### config.mk
export PLATFORM = sky130hd
export DESIGN_NAME = binary_run_length_encoder_core_flat
export DESIGN_NICKNAME = d
export VERILOG_FILES = /design/src/sv/brle_pkg.sv /design/src/sv/brle_if.sv /design/src/sv/brle_front.sv /design/src/sv/brle_fifo.sv /design/src/sv/brle_back.sv /design/src/sv/binary_run_length_encoder_core.sv /design/src/flat_wrapper.sv
export VERILOG_INCLUDE_DIRS = /design/src /design/src/sv
export SDC_FILE = /design/constraint.sdc
export NUM_CORES = 1
export LEC_CHECK = 0
export BUFFER_PORTS_ARGS = -buffer_cell sky130_fd_sc_hd__buf_2
export CELL_PAD_IN_SITES_DETAIL_PLACEMENT = 1
export CELL_PAD_IN_SITES_GLOBAL_PLACEMENT = 2
export CORE_ASPECT_RATIO = 1.1
export CORE_MARGIN = 2
export CORE_UTILIZATION = 42
export CTS_BUF_LIST = sky130_fd_sc_hd__clkbuf_8
export DETAILED_ROUTE_END_ITERATION = 6
export PLACE_DENSITY = 0.87
export SYNTH_ARGS = -nofsm -noshare
export SYNTH_HDL_FRONTEND = slang
export SYNTH_HIERARCHICAL = 1
export SYNTH_SLANG_ARGS = --single-unit
export TNS_END_PERCENT = 20
### constraint.sdc
create_clock -name clk -period 3.2 [get_ports clk]
set_input_delay 0.32 -clock clk [delete_from_list [all_inputs] [get_ports clk]]
set_output_delay 0.32 -clock clk [all_outputs]
set_load 0.01 [all_outputs]
### src/sv/assert_macros.svh
// ---------------------------------------------------------------------------
// Assertion macros
// Concurrent assertion wrappers; empty when SYNTHESIS is defined.
// ---------------------------------------------------------------------------
`ifndef ASSERT_MACROS_SVH
`define ASSERT_MACROS_SVH

`ifndef SYNTHESIS
`define ASSERT_PROP(label, clk, rst_n, prop, msg) \
	label: assert property (@(posedge clk) disable iff (!rst_n) (prop)) else $error(msg);
`define ASSERT_IMPL(label, clk, rst_n, ante, cons, msg) \
	label: assert property (@(posedge clk) disable iff (!rst_n) (ante) |-> (cons)) \
		else $error(msg);
`else
`define ASSERT_PROP(label, clk, rst_n, prop, msg)
`define ASSERT_IMPL(label, clk, rst_n, ante, cons, msg)
`endif

`endif

### src/sv/brle_pkg.sv
// ---------------------------------------------------------------------------
// brle_pkg
// Shared types, codes and the run-code planning function.
// ---------------------------------------------------------------------------
package brle_pkg;

	localparam logic       CMD_ADD   = 1'b0;
	localparam logic       CMD_FLUSH = 1'b1;

	localparam logic [1:0] STAT_DATA = 2'd0;
	localparam logic [1:0] STAT_ZERO = 2'd1;
	localparam logic [1:0] STAT_OVFL = 2'd2;

	localparam logic [1:0] WIDTH_BYTE = 2'd0;
	localparam logic [1:0] WIDTH_HALF = 2'd1;

	localparam logic       REG_MIN_WIDTH   = 1'b0;
	localparam logic       REG_START_LEVEL = 1'b1;

	localparam int QUEUE_DEPTH = 4;

	typedef struct packed {
		logic [1:0] min_width;
		logic       start_level;
	} cfg_t;

	// One queued job: a run code or a rejection status.
	typedef struct packed {
		logic [31:0] total;
		logic [1:0]  status;
		logic [1:0]  pre;     // leading 0xff escape bytes
		logic [2:0]  nbytes;  // total bytes incl. escapes, 1..7
	} job_t;

	function automatic job_t plan_run(logic [31:0] total, logic [1:0] wcode);
		job_t j;
		j.total  = total;
		j.status = STAT_DATA;
		j.pre    = 2'd0;
		j.nbytes = 3'd4;
		case (wcode)
			WIDTH_BYTE: begin
				if (total < 32'h0000_00ff) begin
					j.nbytes = 3'd1;
				end else if (total < 32'h0000_ffff) begin
					j.pre    = 2'd1;
					j.nbytes = 3'd3;
				end else begin
					j.pre    = 2'd3;
					j.nbytes = 3'd7;
				end
			end
			WIDTH_HALF: begin
				if (total < 32'h0000_ffff) begin
					j.nbytes = 3'd2;
				end else begin
					j.pre    = 2'd2;
					j.nbytes = 3'd6;
				end
			end
			default: begin
				j.nbytes = 3'd4;
			end
		endcase
		return j;
	endfunction

	function automatic job_t reject(logic [1:0] status);
		job_t j;
		j.total  = '0;
		j.status = status;
		j.pre    = 2'd0;
		j.nbytes = 3'd1;
		return j;
	endfunction

endpackage

### src/sv/brle_if.sv
// ---------------------------------------------------------------------------
// brle channel interfaces
// Valid/ready channels for run items and for coded stream bytes.
// ---------------------------------------------------------------------------
interface brle_in_if;
	logic        valid;
	logic        ready;
	logic        cmd;
	logic        level;
	logic [31:0] run_count;

	modport source (output valid, cmd, level, run_count, input ready);
	modport sink (input valid, cmd, level, run_count, output ready);
endinterface

interface brle_out_if;
	logic       valid;
	logic       ready;
	logic [7:0] out_byte;
	logic [1:0] status;
	logic       last;

	modport source (output valid, out_byte, status, last, input ready);
	modport sink (input valid, out_byte, status, last, output ready);
endinterface

### src/sv/brle_front.sv
// ---------------------------------------------------------------------------
// brle_front
// Accepts run items, keeps the pending run and queues run codes or rejects.
// ---------------------------------------------------------------------------
module brle_front (
	input  logic               clk,
	input  logic               arst_n,
	brle_in_if.sink            runs,
	input  logic               cfg_we,
	input  logic               cfg_index,
	input  logic [1:0]         cfg_data,
	input  logic               q_full,
	output logic               push,
	output brle_pkg::job_t     push_job
);
	import brle_pkg::*;

	cfg_t        cfg_q;
	logic        run_level_q;
	logic [31:0] run_total_q;
	logic        accept;
	logic        ovfl;

	assign runs.ready = !q_full;
	assign accept     = runs.valid && runs.ready;
	// count >= 0xffffffff - total
	assign ovfl       = runs.run_count >= ~run_total_q;

	always_ff @(posedge clk or negedge arst_n) begin
		if (!arst_n) begin
			cfg_q <= '0;
		end else if (cfg_we) begin
			unique case (cfg_index)
				REG_MIN_WIDTH:   cfg_q.min_width   <= cfg_data;
				REG_START_LEVEL: cfg_q.start_level <= cfg_data[0];
				default:         cfg_q <= cfg_q;
			endcase
		end
	end

	always_comb begin
		push     = 1'b0;
		push_job = plan_run(run_total_q, cfg_q.min_width);
		if (accept) begin
			if (runs.cmd == CMD_FLUSH) begin
				push = 1'b1;
			end else if (runs.run_count == '0) begin
				push     = 1'b1;
				push_job = reject(STAT_ZERO);
			end else if (runs.level == run_level_q) begin
				if (ovfl) begin
					push     = 1'b1;
					push_job = reject(STAT_OVFL);
				end
			end else begin
				push = 1'b1;
			end
		end
	end

	always_ff @(posedge clk or negedge arst_n) begin
		if (!arst_n) begin
			run_level_q <= 1'b0;
			run_total_q <= '0;
		end else if (accept) begin
			if (runs.cmd == CMD_FLUSH) begin
				run_level_q <= cfg_q.start_level;
				run_total_q <= '0;
			end else if (runs.run_count != '0) begin
				if (runs.level != run_level_q) begin
					run_level_q <= runs.level;
					run_total_q <= runs.run_count;
				end else if (!ovfl) begin
					run_total_q <= run_total_q + runs.run_count;
				end
			end
		end
	end

endmodule

### src/sv/brle_fifo.sv
// ---------------------------------------------------------------------------
// brle_fifo
// Short job queue between the front and the byte emitter.
// ---------------------------------------------------------------------------
`include "assert_macros.svh"

module brle_fifo #(
	parameter int Depth = brle_pkg::QUEUE_DEPTH
) (
	input  logic           clk,
	input  logic           arst_n,
	input  logic           push,
	input  brle_pkg::job_t push_job,
	input  logic           pop,
	output brle_pkg::job_t head,
	output logic           full,
	output logic           empty
);
	import brle_pkg::*;

	localparam int AW = (Depth > 1) ? $clog2(Depth) : 1;
	localparam int CW = $clog2(Depth + 1);

	job_t          entries_q [Depth];
	logic [AW-1:0] wr_ptr_q;
	logic [AW-1:0] rd_ptr_q;
	logic [CW-1:0] count_q;

	function automatic logic [AW-1:0] wrap_inc(logic [AW-1:0] p);
		return (p == AW'(Depth - 1)) ? '0 : p + AW'(1);
	endfunction

	assign full  = count_q == CW'(Depth);
	assign empty = count_q == '0;
	assign head  = entries_q[rd_ptr_q];

	always_ff @(posedge clk) begin
		if (push) begin
			entries_q[wr_ptr_q] <= push_job;
		end
	end

	always_ff @(posedge clk or negedge arst_n) begin
		if (!arst_n) begin
			wr_ptr_q <= '0;
			rd_ptr_q <= '0;
			count_q  <= '0;
		end else begin
			if (push) begin
				wr_ptr_q <= wrap_inc(wr_ptr_q);
			end
			if (pop) begin
				rd_ptr_q <= wrap_inc(rd_ptr_q);
			end
			if (push && !pop) begin
				count_q <= count_q + CW'(1);
			end else if (pop && !push) begin
				count_q <= count_q - CW'(1);
			end
		end
	end

	`ASSERT_IMPL(a_no_overrun, clk, arst_n, push, !full, "push into full queue")
	`ASSERT_IMPL(a_no_underrun, clk, arst_n, pop, !empty, "pop from empty queue")
	`ASSERT_PROP(a_count_range, clk, arst_n, count_q <= CW'(Depth), "queue count out of range")

endmodule

### src/sv/brle_back.sv
// ---------------------------------------------------------------------------
// brle_back
// Expands queued jobs into stream words, one byte per cycle unless the stream stalls.
// ---------------------------------------------------------------------------
`include "assert_macros.svh"

module brle_back (
	input  logic           clk,
	input  logic           arst_n,
	input  brle_pkg::job_t head,
	input  logic           empty,
	output logic           pop,
	brle_out_if.source     stream
);
	import brle_pkg::*;

	job_t       job_q;
	logic       busy_q;
	logic [2:0] idx_q;
	logic       valid_q;
	logic [7:0] byte_q;
	logic [1:0] status_q;
	logic       last_q;

	logic       adv;
	logic       at_last;
	logic [2:0] sel;
	logic [7:0] cur_byte;

	assign adv     = busy_q && (!valid_q || stream.ready);
	assign at_last = idx_q == (job_q.nbytes - 3'd1);
	assign pop     = !empty && (!busy_q || (adv && at_last));

	// escapes first, then the total little-endian
	assign sel      = idx_q - {1'b0, job_q.pre};
	assign cur_byte = (idx_q < {1'b0, job_q.pre}) ? 8'hff : job_q.total[sel[1:0]*8 +: 8];

	always_ff @(posedge clk) begin
		if (pop) begin
			job_q <= head;
		end
		if (adv) begin
			byte_q   <= cur_byte;
			status_q <= job_q.status;
			last_q   <= at_last;
		end
	end

	always_ff @(posedge clk or negedge arst_n) begin
		if (!arst_n) begin
			busy_q  <= 1'b0;
			idx_q   <= '0;
			valid_q <= 1'b0;
		end else begin
			if (pop) begin
				busy_q <= 1'b1;
				idx_q  <= '0;
			end else if (adv) begin
				if (at_last) begin
					busy_q <= 1'b0;
				end
				idx_q <= idx_q + 3'd1;
			end
			if (adv) begin
				valid_q <= 1'b1;
			end else if (stream.ready) begin
				valid_q <= 1'b0;
			end
		end
	end

	assign stream.valid    = valid_q;
	assign stream.out_byte = byte_q;
	assign stream.status   = status_q;
	assign stream.last     = last_q;

	`ASSERT_IMPL(a_idx_in_job, clk, arst_n, busy_q, idx_q < job_q.nbytes, "byte index past job")
	`ASSERT_IMPL(a_reject_single, clk, arst_n, busy_q && job_q.status != STAT_DATA, job_q.nbytes == 3'd1 && job_q.total == '0, "reject job not single zero word")
	`ASSERT_IMPL(a_reject_last, clk, arst_n, valid_q && status_q != STAT_DATA, last_q && byte_q == 8'h00, "reject word not last")

endmodule

### src/sv/binary_run_length_encoder_core.sv
// ---------------------------------------------------------------------------
// binary_run_length_encoder_core
// Run-length coder for a one-bit level signal, escape-extended lengths.
// ---------------------------------------------------------------------------
// An input word is accepted every cycle while the job queue (QueueDepth
// entries) has room; an add at the pending level gives no output unless its
// total would overflow. A level change or flush queues a run code that the
// emitter sends one byte per cycle unless the stream stalls, 1 to 7 bytes
// depending on the total and the minimum width, so sustained rate is set
// by the emitter's byte output. Rejects (zero count, total overflow) are
// one word each. There is no clearing pass after reset.
module binary_run_length_encoder_core #(
	parameter int QueueDepth = brle_pkg::QUEUE_DEPTH
) (
	input  logic       clk,
	input  logic       arst_n,
	brle_in_if.sink    runs,
	brle_out_if.source stream,
	input  logic       cfg_we,
	input  logic       cfg_index,
	input  logic [1:0] cfg_data
);
	import brle_pkg::*;

	logic push;
	job_t push_job;
	logic pop;
	job_t head;
	logic q_full;
	logic q_empty;

	brle_front u_front (
		.clk      (clk),
		.arst_n   (arst_n),
		.runs     (runs),
		.cfg_we   (cfg_we),
		.cfg_index(cfg_index),
		.cfg_data (cfg_data),
		.q_full   (q_full),
		.push     (push),
		.push_job (push_job)
	);

	brle_fifo #(
		.Depth(QueueDepth)
	) u_fifo (
		.clk     (clk),
		.arst_n  (arst_n),
		.push    (push),
		.push_job(push_job),
		.pop     (pop),
		.head    (head),
		.full    (q_full),
		.empty   (q_empty)
	);

	brle_back u_back (
		.clk   (clk),
		.arst_n(arst_n),
		.head  (head),
		.empty (q_empty),
		.pop   (pop),
		.stream(stream)
	);

endmodule

### src/flat_wrapper.sv
// flat-port wrapper written by rule: the top's interface ports become plain ports
module binary_run_length_encoder_core_flat import brle_pkg::*;
#(
	parameter int QueueDepth = brle_pkg::QUEUE_DEPTH
)
  (clk, arst_n, cfg_we, cfg_index, cfg_data, runs_valid, runs_cmd, runs_level, runs_run_count, runs_ready, stream_valid, stream_out_byte, stream_status, stream_last, stream_ready);
  brle_in_if runs_i ();
  brle_out_if stream_i ();
  input  logic clk;
  input  logic arst_n;
  input  logic cfg_we;
  input  logic cfg_index;
  input  logic [1:0] cfg_data;
  input wire logic [$bits(runs_i.valid)-1:0] runs_valid;
  input wire logic [$bits(runs_i.cmd)-1:0] runs_cmd;
  input wire logic [$bits(runs_i.level)-1:0] runs_level;
  input wire logic [$bits(runs_i.run_count)-1:0] runs_run_count;
  output wire logic [$bits(runs_i.ready)-1:0] runs_ready;
  output wire logic [$bits(stream_i.valid)-1:0] stream_valid;
  output wire logic [$bits(stream_i.out_byte)-1:0] stream_out_byte;
  output wire logic [$bits(stream_i.status)-1:0] stream_status;
  output wire logic [$bits(stream_i.last)-1:0] stream_last;
  input wire logic [$bits(stream_i.ready)-1:0] stream_ready;
  assign runs_i.valid = runs_valid;
  assign runs_i.cmd = runs_cmd;
  assign runs_i.level = runs_level;
  assign runs_i.run_count = runs_run_count;
  assign runs_ready = runs_i.ready;
  assign stream_valid = stream_i.valid;
  assign stream_out_byte = stream_i.out_byte;
  assign stream_status = stream_i.status;
  assign stream_last = stream_i.last;
  assign stream_i.ready = stream_ready;
  binary_run_length_encoder_core #(.QueueDepth(QueueDepth)) u_core (.clk(clk), .arst_n(arst_n), .runs(runs_i), .stream(stream_i), .cfg_we(cfg_we), .cfg_index(cfg_index), .cfg_data(cfg_data));
endmodule
* Word level (Yosys, flattened, before mapping)
Memories as Yosys holds them, arrays and structs flattened. A register that Yosys moved wholly into a read port is not among the register bits.
Cells that the tools add are included.
** Word-level totals
- Bits in writable memories :: 156
- Memories kept :: 1
- Bits of input ports :: 42
- Output and inout port bits :: 13
- Logic and storage cells :: 103
- Register bits after elaboration :: 59
** Memories
- u_core.u_fifo.entries_q :: words 4, bits a word 39, rd ports 1, clocked after memory_dff 1, write ports 1, line brle_fifo.sv:24 : job_t entries_q [Depth];
** Cells by class
- Add/subtract/negate cells :: 8
- Order comparisons :: 4
- Shift operators :: 1
- Bitwise gates (word level) :: 2
- Mux-type cells :: 37
- Reductions and logical operators :: 29
- Equality and inequality tests :: 8
** Operators with widths (number)
- 2-to-1 mux 39 bit :: 5
- 2-to-1 mux 32 bit :: 4
- adder 32 bit :: 1
- >= comparator 32 bit :: 1
- logical NOT 32 bit :: 1
- less-than comparator 32 x 16 -> 1 bit, second input constant :: 1
- less-than comparator 32 x 8 -> 1 bit, second input constant :: 1
- NOT 32 bit :: 1
- nonzero test 32 bit :: 1
- variable part select 32 x 6 -> 8 bit :: 1
- 2-to-1 mux 3 bit :: 6
- 2-to-1 mux 1 bit :: 15
- nonzero test 2 bit :: 6
- 2-to-1 mux 2 bit :: 4
- adder 3 x 1 -> 3 bit, second input constant :: 2
- logical AND 1 bit :: 6
- logical NOT 1 bit :: 6
- case mux 3 bit (2 select lines) :: 1
- AND reduction 2 bit :: 3
- AND reduction 3 bit :: 2
- subtractor 3 x 1 -> 3 bit, second input constant :: 2
- 2-to-1 mux 5 bit :: 1
- adder 2 x 1 -> 2 bit, second input constant :: 2
- equality test 2 bit, second input constant :: 2
- other kinds (13) :: 14

* Longest topological paths before layout
Gate-level depths: netlist (run 1).
- Depth after elaboration :: 11
- Depth in mapped cells :: 14
- Mapped depth without buffers :: 14

* By module
Netlist (run 1), hierarchy kept.
** By module, submodules not included
- brle_fifo :: instances 1, area each 6090.8 um^2, cells each 241
- brle_front :: instances 1, area each 4187.8 um^2, cells each 551
- brle_back :: instances 1, area each 2110.8 um^2, cells each 104

* Least setup slack after synthesis (run 1)
Ideal clock, no wire load.
- Path kind :: reg2reg
- Start :: register u_core/u_back/job_q[0] (netlist name)
- End :: register u_core.u_fifo.count_q[1]
- Data required time :: 3.075 ns
- Data arrival time :: 3.384 ns
- Setup slack :: -0.308 ns
- Cell stages (with the launch flop) :: 11
- Cells stage by stage :: edfxtp_1 -> inv_1 -> ha_1 -> xnor3_1 -> nand4_1 -> a21oi_2 -> inv_1 -> ha_1 -> inv_1 -> fa_1 -> mux2_2
** On the way
- Longest elaborated chain between the ends :: 8
- Elaborated cells on any way between the ends :: 10
- Those cells by class :: add/sub (1); eq/ne (1); mux (1); reduce/logical (7)
** RTL lines
- subtractor 3 x 1 -> 3 bit * :: line brle_back.sv:31 : assign at_last = idx_q == (job_q.nbytes - 3'd1);
- equality test 3 bit * :: line brle_back.sv:31
- logical AND 1 bit * :: line brle_back.sv:32 : assign pop = !empty && (!busy_q || (adv && at_last));
- logical OR 1 bit * :: line brle_back.sv:32
- logical AND 1 bit * :: line brle_back.sv:32
- named net u_core.pop :: line binary_run_length_encoder_core.sv:27 : logic pop;
- logical NOT 1 bit :: line brle_fifo.sv:55 : if (push && !pop) begin
- logical AND 1 bit :: line brle_fifo.sv:55
- 2-to-1 mux 3 bit / nonzero test 2 bit (equally long branches)
- end signal: assignment :: line brle_fifo.sv:56 : count_q <= count_q + CW'(1);
- end signal: assignment :: line brle_fifo.sv:58 : count_q <= count_q - CW'(1);
- end: declaration :: line brle_fifo.sv:27 : logic [CW-1:0] count_q;
Mark *: on every way through the listed nets, which the timed path passes. The rest lies on a longest branch.
A chain may end at the register's enable or synchronous reset.

* Final worst setup path (run 1)
- Start :: register u_core.u_front.run_total_q[0]
- End :: register u_core.u_fifo.count_q[1]
** On the way
- Longest elaborated chain between the ends :: 10
- Elaborated cells on any way between the ends :: 12
- Those cells by class :: order compare (1); mux (6); bitwise (1); reduce/logical (4)
** RTL lines
- start: declaration :: line brle_front.sv:20 : logic [31:0] run_total_q;
- start signal: assignment :: line brle_front.sv:72 : run_total_q <= runs.run_count;
- start signal: assignment :: line brle_front.sv:74 : run_total_q <= run_total_q + runs.run_count;
- NOT 32 bit * :: line brle_front.sv:27 : assign ovfl = runs.run_count >= ~run_total_q;
- >= comparator 32 bit * :: line brle_front.sv:27
- 2-to-1 mux 1 bit * :: line brle_front.sv:51 : if (ovfl) begin
- 2-to-1 mux 1 bit * :: line brle_front.sv:50 : end else if (runs.level == run_level_q) begin
- 2-to-1 mux 1 bit * :: line brle_front.sv:47 : end else if (runs.run_count == '0) begin
- 2-to-1 mux 1 bit * :: line brle_front.sv:45 : if (runs.cmd == CMD_FLUSH) begin
- 2-to-1 mux 1 bit * :: line brle_front.sv:44 : if (accept) begin
- named net u_core.push :: line binary_run_length_encoder_core.sv:25 : logic push;
- logical NOT 1 bit :: line brle_fifo.sv:57 : end else if (pop && !push) begin
- logical AND 1 bit :: line brle_fifo.sv:57
- nonzero test 2 bit (no source line)
Marked as above.

==> reports/metrics.yaml, run 1 <==
cts_buffer_depth: 3
yosys.area_share.simple_pct: 10.7
post-route-period-util_pct: 95.5
drcViolationCount: 0
setup-violations-final: 0
p_int_mw: 9.13
synth_cell_type_count: 69
drt-total-wl_mm: 32.3
synthArstFlopShare_pct: 18.9
maxSlewHeadroom_pct: 46.0
antenna_found_initial: 0
dp_cells: 1399
antennaDiodeCount: 0
cellPowerDensity_nw_per_um2: 981
outcome: "finished, final reports clean"
grt_max_degree: 48
hold_violations: 0
dr.pass1.iters: 4
clockPowerShare_pct: 17.5
drt-vias-per-instance: 5.44
portBuffers: 54
crit_fanout: 2
drive_gt1_share_pct: 29.8
total_power_mw: 14.4
placement_rows: 65
synth_top_family_by_area: "simple AND/OR/NAND/NOR gates"
grt_pass1_wl_mm: 51.1
antenna_left: 0
crit_arrival_ns: 3.48
drv_cap: 0
die_x_um: 168
ys_top_cells_by_area: "edfxtp_1 50%, dfrtp_1 9.7%, mux4_2 8.4%"
fin_crit_ns: 3.06
ys_ff_latch: 254
stdcell_area_um2: 14700
avgSynthCellArea_um2: 13.8
syn_inst: 896
hold_path_depth: 2
netlist.area_leader.share_pct: 49.9
required_ns: 3.62
dieHeight_um: 184
cts_sinks: 254
syn_to_final_growth_pct: 18.7
cts-root-buf: "clkbuf_8"
syn-num-nets: 983
layout_setup_ws_ns: 0.143
synthFlopType: "edfxtp_1"
drv_slew: 0
synth_most_common_cell: "edfxtp_1"
skew_ns: 0.0259
vias: 7998
synthXorXnorAreaFrac_pct: 2.65
fmax_mhz: 327
place_area_um2: 13900
hpwl_mm: 23.9
core_um2: 28900
hold_class: "input port to flip-flop"
place_congestion: 0.915
yosysSeqAreaShare_pct: 59.6
crit_type: "flip-flop to flip-flop"
instances_no_fill: 1471
drtIter0Drc: 459
cp_slowest_cell: "fa_1"
start_kind: "flip-flop"
grt_pass1_vias: 8843
grt.overflow.total: 0
p_switching_mw: 5.30
cts_tree: "done"
yosysWarnings: 6
synth_compound_area_share_pct: 9.85
synth_area_um2: 12400
clock_latency_ns: 0.55
worstRegToRegCells: 13
initial_core_util_pct: 42.9
dieArea_um2: 30900
pwr-share-seq_pct: 37.4
synth-edff-count: 206
layout.nets: 1162
comb_power_share_pct: 45.1
tightest_slew_ns: 0.809
rsz0062_at_grt: "yes"
p_leak_nw: 5.61
h-tree-depth: 2
pre_cts_ws_ns: -0.154
critPathMaxStageDelay_ns: 0.40
endpoint_kind: "flip-flop"
muxShareOfSynthArea_pct: 9.52
io_pins: 55
synth_commonest_cells: "206 x edfxtp_1, 73 x nand2_1, 52 x nor2_1, 48 x dfrtp_1, 46 x mux4_2"
synth_fa_ha_area_share_pct: 4.67
synth_top_cell_by_area: "edfxtp_1"
ir_worst_vdd_mv: 0.383
wire_per_inst_um: 21.9
cts_buffers: 39
crit_chain: "inv_1 > ha_1 > nor3b_1 > o21ai_1 > a211oi_1 > buf_4 > o21ai_2 > a41oi_2 > a21oi_2 > ha_1 > inv_1 > fa_1 > mux2_2"
switching_share_pct: 36.7
globalRouteTotalUtil_pct: 21.5
clk_pin_slew_ns: 0.06
-- area by class of cell --
class,instances,area (um^2)
Clock buffer,41,564
Sequential cell,254,7390
Timing Repair Buffer,176,1280
Multi-Input combinational cell,578,4760
Clock inverter,28,153
Tap cell,368,460
Inverter,26,97.6
Fill cell,2950,14200
-- sequential cells by signal, indices dropped and copies added, names as in the netlist --
signal,count
u_core/u_front/cfg_q,3
u_core/u_fifo/wr_ptr_q,2
u_core/u_back/stream.out_byte,8
u_core/u_front/run_total_q,32
u_core/u_back/stream.status,2
u_core/u_back/stream.valid,1
u_core/u_back/job_q,39
u_core/u_back/idx_q,3
u_core/u_fifo/rd_ptr_q,2
u_core/u_fifo/count_q,3
u_core/u_fifo/entries_q,156
u_core/u_front/run_level_q,1
u_core/u_back/stream.last,1
u_core/u_back/busy_q,1
-- kinds of logic (layout without fill, tap and decap cells) --
| kind of cell | Yosys count | after routing |
|---|---|---|
| multiplexers | 58 | 58 |
| XOR/XNOR | 35 | 35 |
| adder cells (fa/ha/maj) | 45 | 45 |
| AO/OA/AOI/OAI | 178 | 178 |
| buffers and inverters | 64 | 271 |
| AND/OR/NAND/NOR | 262 | 262 |
| flip-flops | 254 | 254 |
-- metrics by stage --
stage | hold slack [ns] | TNS (ns) | utilization, %
2_1_floorplan | 0.0244 | -23.62 | -
3_3_place_gp | 0.407 | 0 | 48.0
3_5_place_dp | 0.406 | -0.286 | 48.0
4_1_cts | 0.00377 | 0 | 50.6
5_1_grt | 0.0111 | -0.229 | 50.9
6_report | 0.0342 | 0 | 50.9
-- metal layers --
metal / vias up / global-route usage [%] / routed length, um
li1: 3792 / - / -
met1: 3994 / 27.9 / 13900
met2: 156 / 37.5 / 16400
met3: 56 / 2.58 / 1010
met4: 0 / 7.97 / 993
met5: - / 0 / 0
-- repair_timing --
| action | in CTS | in global routing |
|---|---|---|
| endpoints found under the hold margin | 28 | 0 |
| resized for setup | 3 | 21 |
| buffers inserted | 0 | 1 |
| pin swaps | 0 | 4 |
| hold buffers | 2 | 0 |
| setup endpoints to repair | 2 | 30 |
-- worst paths after layout --
check                                         startpoint                        endpoint  slack, ns
setup / recovery           u_core/u_front/run_total_q[0]        u_core/u_fifo/count_q[1]       0.14
hold / removal                               cfg_data[0]         u_core/u_front/cfg_q[1]       0.03
setup reg to reg           u_core/u_front/run_total_q[0]        u_core/u_fifo/count_q[1]       0.14
hold reg to reg                   u_core/u_back/job_q[5]  u_core/u_back/stream.status[0]       0.42
max in group asynchronous                         arst_n  u_core/u_front/run_total_q[30]       1.97
min in group asynchronous                         arst_n   u_core/u_front/run_total_q[7]       0.43
-- critical path, delay by kind of cell (launching register included) --
family                   cells  cell delay, ns
flip-flops                   1            0.38
multiplexers                 1            0.27
AND/OR/NAND/NOR              1            0.21
buffers and inverters        3            0.39
adder cells (fa/ha/maj)      3            0.89
AO/OA/AOI/OAI                5            0.79
-- power by group through the flow --
stage	sequential [mW]	combinational [mW]	clock, mW
finish	5.40	6.51	2.53
global route	5.48	7.13	2.72
CTS	5.40	6.45	2.60
detailed placement	5.45	6.42	0
global placement	5.36	6.19	0
floorplan	5.29	4.21	0
-- layout by cell type, fill, tap and decap left out, types with 8 or more instances in the layout --
master | Yosys | final
ha_1 | 43 | 40
inv_1 | 26 | 37
clkbuf_8 | 0 | 41
buf_4 | 1 | 113
and2_1 | 39 | 31
nor4_1 | 18 | 17
o21ai_0 | 33 | 30
a21o_1 | 14 | 14
buf_2 | 15 | 54
nand3_1 | 16 | 16
o21ai_1 | 19 | 21
nor3_1 | 13 | 13
a21oi_1 | 44 | 43
dfrtp_1 | 48 | 47
and2_2 | 0 | 8
xnor2_1 | 18 | 18
nand2_1 | 73 | 72
edfxtp_1 | 206 | 206
nor2_1 | 52 | 49
nand4_1 | 13 | 13
xor2_1 | 15 | 14
or2_1 | 8 | 8
mux4_2 | 46 | 46
(Power assumes the default switching activity.)
==> run 2: changes to the inputs <==
- CELL_PAD_IN_SITES_DETAIL_PLACEMENT: 1 -> 0
- CELL_PAD_IN_SITES_GLOBAL_PLACEMENT: 2 -> 1
- CORE_UTILIZATION: 42 -> 48
- PLACE_DENSITY: 0.87 -> 0.86
- SYNTH_HIERARCHICAL: 1 -> default
==> run 2 against run 1 <==
Sequential cell count unchanged. Critical path type unchanged. Design area down 1.8%. Register-to-register slack worse by 0.04 ns. Largest cell class unchanged. Maximum frequency down 1.2%. Utilization up 5.9 points. Largest power group unchanged. First-iteration DRC count up 26%.
==> reports/metrics.yaml, run 2 <==
mostFrequentLayoutCell: "edfxtp_1"
cp.depth: 14  # +1
crit_fanout: 2  # unchanged
final_cell_mix: "206 x edfxtp_1, 77 x buf_4, 60 x a21oi_1, 55 x nand2_1, 54 x buf_2"
skew_ns: 0.0257  # -0.000178 ns
p_leak_nw: 5.49  # -2.2%
ys_top_cells_by_area: "edfxtp_1 50%, dfrtp_1 9.7%, mux4_2 8.5%"
dieHeight_um: 173  # -6.1%
crit_arrival_ns: 3.48  # about the same
endpoint_kind: "flip-flop"
h-tree-depth: 2  # unchanged
post-route-period-util_pct: 96.7  # +1.1 points
tightest_slew_ns: 0.874  # +0.0649 ns
layout.nets: 1136  # -2.2%
grt_pass1_wl_mm: 43.8  # -14%
required_ns: 3.59  # -0.03 ns
hpwl_mm: 19.6  # -18%
dr_wl_met3_mm: 1.24  # +23%
wire_per_inst_um: 19.4  # -12%
netlist.area_leader.share_pct: 49.7  # -0.20 points
setup_tns_ns: 0  # unchanged
critPathMaxStageDelay_ns: 0.40  # about the same
cp_slowest_cell: "fa_1"
hold_slack_ns: 0.0328  # -0.00139 ns
wl_met1_mm: 12.0  # -14%
synthFlopType: "edfxtp_1"
place_congestion: 0.948  # +3.6%
drive_gt1_share_pct: 25.7  # -4.2 points
synth_cell_type_count: 64  # -7.2%
dieArea_um2: 27200  # -12%
cts_buffers: 38  # -2.6%
routed-wl-met2_mm: 13.5  # -18%
placement_rows: 61  # -6.2%
globalRouteTotalUtil_pct: 20.7  # -0.85 points
cellPowerDensity_nw_per_um2: 979  # -0.27%
grt_pass1_vias: 8062  # -8.8%
portBuffers: 54  # unchanged
antennaDiodeCount: 0  # unchanged
initial_core_util_pct: 48.9  # +6.0 points
core_um2: 25400  # -12%
largest_reg_flops: 156  # unchanged
syn-num-nets: 1008  # +2.5%
drt-vias-per-instance: 5.67  # +4.3%
drv_slew: 0  # unchanged
ir_worst_vdd_mv: 0.334  # -13%
vias: 8066  # +0.85%
start_kind: "flip-flop"
total_power_mw: 14.1  # -2.0%
crit_family: "compound AO/OA/AOI/OAI gates"
rsz0062_at_grt: "yes"
antenna_found_initial: 0  # unchanged
cts_tree: "done"
yosysWarnings: 0  # -6
grt.overflow.total: 0  # unchanged
crit_chain: "inv_1 > ha_1 > nand2b_1 > a211oi_1 > o31a_1 > o41ai_2 > o21ai_2 > nand2_2 > o21bai_2 > inv_1 > ha_1 > inv_1 > fa_1 > mux2_2"
top_layer: "met4"
syn_inst: 921  # +2.8%
crit_type: "flip-flop to flip-flop"
worstRegToRegCells: 14  # +1
ys_ff_latch: 254  # unchanged
drtIter0Drc: 580  # +26%
synth_most_common_cell: "edfxtp_1"
drt-total-wl_mm: 27.5  # -15%
die_x_um: 157  # -6.1%
outcome: "finished, final reports clean"
path_common_cell: "inv_1"
fmax_mhz: 323  # -1.2%
syn_to_final_growth_pct: 16.1
regMostFlops: "u_core.u_fifo.entries_q"
synth_top_cell_by_area: "edfxtp_1"
synth_commonest_cells: "206 x edfxtp_1, 60 x a21oi_1, 56 x nand2_1, 48 x dfrtp_1, 48 x nor2_1"
clock_latency_ns: 0.52  # -0.03 ns
cts-root-buf: "clkbuf_8"
synthArstFlopShare_pct: 18.9  # unchanged
yosysSeqAreaShare_pct: 59.4  # -0.23 points
crit_buf_inv: 3  # unchanged
fin_crit_ns: 3.09  # +0.0364 ns
pre_cts_ws_ns: -0.0266  # +0.128 ns
dr.pass1.iters: 5  # +1
antenna_left: 0  # unchanged
grt_max_degree: 53  # +10%
hold_class: "input port to flip-flop"
cts_buffer_depth: 3  # unchanged
io_pins: 55  # unchanged
drcViolationCount: 0  # unchanged
layout_setup_ws_ns: 0.106  # -0.0364 ns
clk_pin_slew_ns: 0.07  # about the same
reg_top3: "u_core.u_fifo.entries_q x156, u_core.u_back.job_q x39, u_core.u_front.run_total_q x32"
synth_area_um2: 12400  # +0.39%
drv_cap: 0  # unchanged
synth-edff-count: 206  # unchanged
setup-violations-final: 0  # unchanged
hold_violations: 0  # unchanged
maxSlewHeadroom_pct: 41.7  # -4.3 points
hold_path_depth: 3  # +1
cts_sinks: 254  # unchanged
avgSynthCellArea_um2: 13.5  # -2.3%
run 2: cell type report:
cell class	count	area (um^2)
Clock buffer	40	551
Clock inverter	27	216
Fill cell	1958	11000
Inverter	29	109
Multi-Input combinational cell	588	4770
Sequential cell	254	7390
Tap cell	346	433
Timing Repair Buffer	138	978
run 2: cells by family (layout without fill, tap and decap cells):
kind of cell / count (synthesis) / in the layout / share of synthesized area, %
simple gates: 241 / 241 / 9.78
flops: 254 / 254 / 59.4
buf+inv: 79 / 234 / 2.81
compound gates: 208 / 208 / 11.1
mux: 65 / 65 / 10.3
fa+ha+maj: 45 / 45 / 4.65
xor+xnor: 29 / 29 / 2.04
run 2: through the flow:
step | area (um^2) | util [%] | std cells
after floorplan | 12400 | - | 921
after global placement | 13600 | 53.7 | 1352
after detailed placement | 13600 | 53.7 | 1352
after CTS | 14400 | 56.7 | 1420
after global routing | 14400 | 56.8 | 1422
final | 14400 | 56.8 | 1422
run 2: path summary, 6_finish.rpt:
kind | slack, ns | endpoint | from
max in group asynchronous | 2.03 | u_core.u_front.run_total_q[3] | arst_n
min | 0.03 | u_core.u_front.cfg_q[2] | cfg_data[1]
min in group asynchronous | 0.45 | u_core.u_front.run_total_q[17] | arst_n
max | 0.11 | u_core.u_fifo.count_q[1] | u_core.u_front.run_total_q[0]
min reg2reg | 0.42 | u_core.u_back.stream.status[0] | u_core.u_back.job_q[5]
max reg2reg | 0.11 | u_core.u_fifo.count_q[1] | u_core.u_front.run_total_q[0]
run 2: report_power, final:
group          switching [mW]  internal (mW)  total, mW  leakage (nW)
clock                    1.18           1.48       2.67         0.436
combinational            3.30           2.76       6.06          2.55
sequential              0.500           4.92       5.42          2.50
run 2: repair_timing:
action,4_1_cts,5_1_grt
hold buffers,1,0
endpoints found under the hold margin,33,0
setup endpoints to repair,0,4
buffers inserted,0,2
gates resized for setup,0,4
run 2: worst register-to-register path: stages, from the launching register on:
cell and delay, ns:
dfrtp_1 0.37, inv_1 0.08, ha_1 0.24, nand2b_1 0.14, a211oi_1 0.29, o31a_1 0.24
o41ai_2 0.08, o21ai_2 0.25, nand2_2 0.11, o21bai_2 0.17, inv_1 0.06, ha_1 0.19
inv_1 0.07, fa_1 0.40, mux2_2 0.26
run 2: routing by layer:
layer	up-vias	GRT usage (%)
met5	-	0
met4	0	7.16
met3	53	2.81
met2	219	34.2
met1	3956	28.2
li1	3838	-
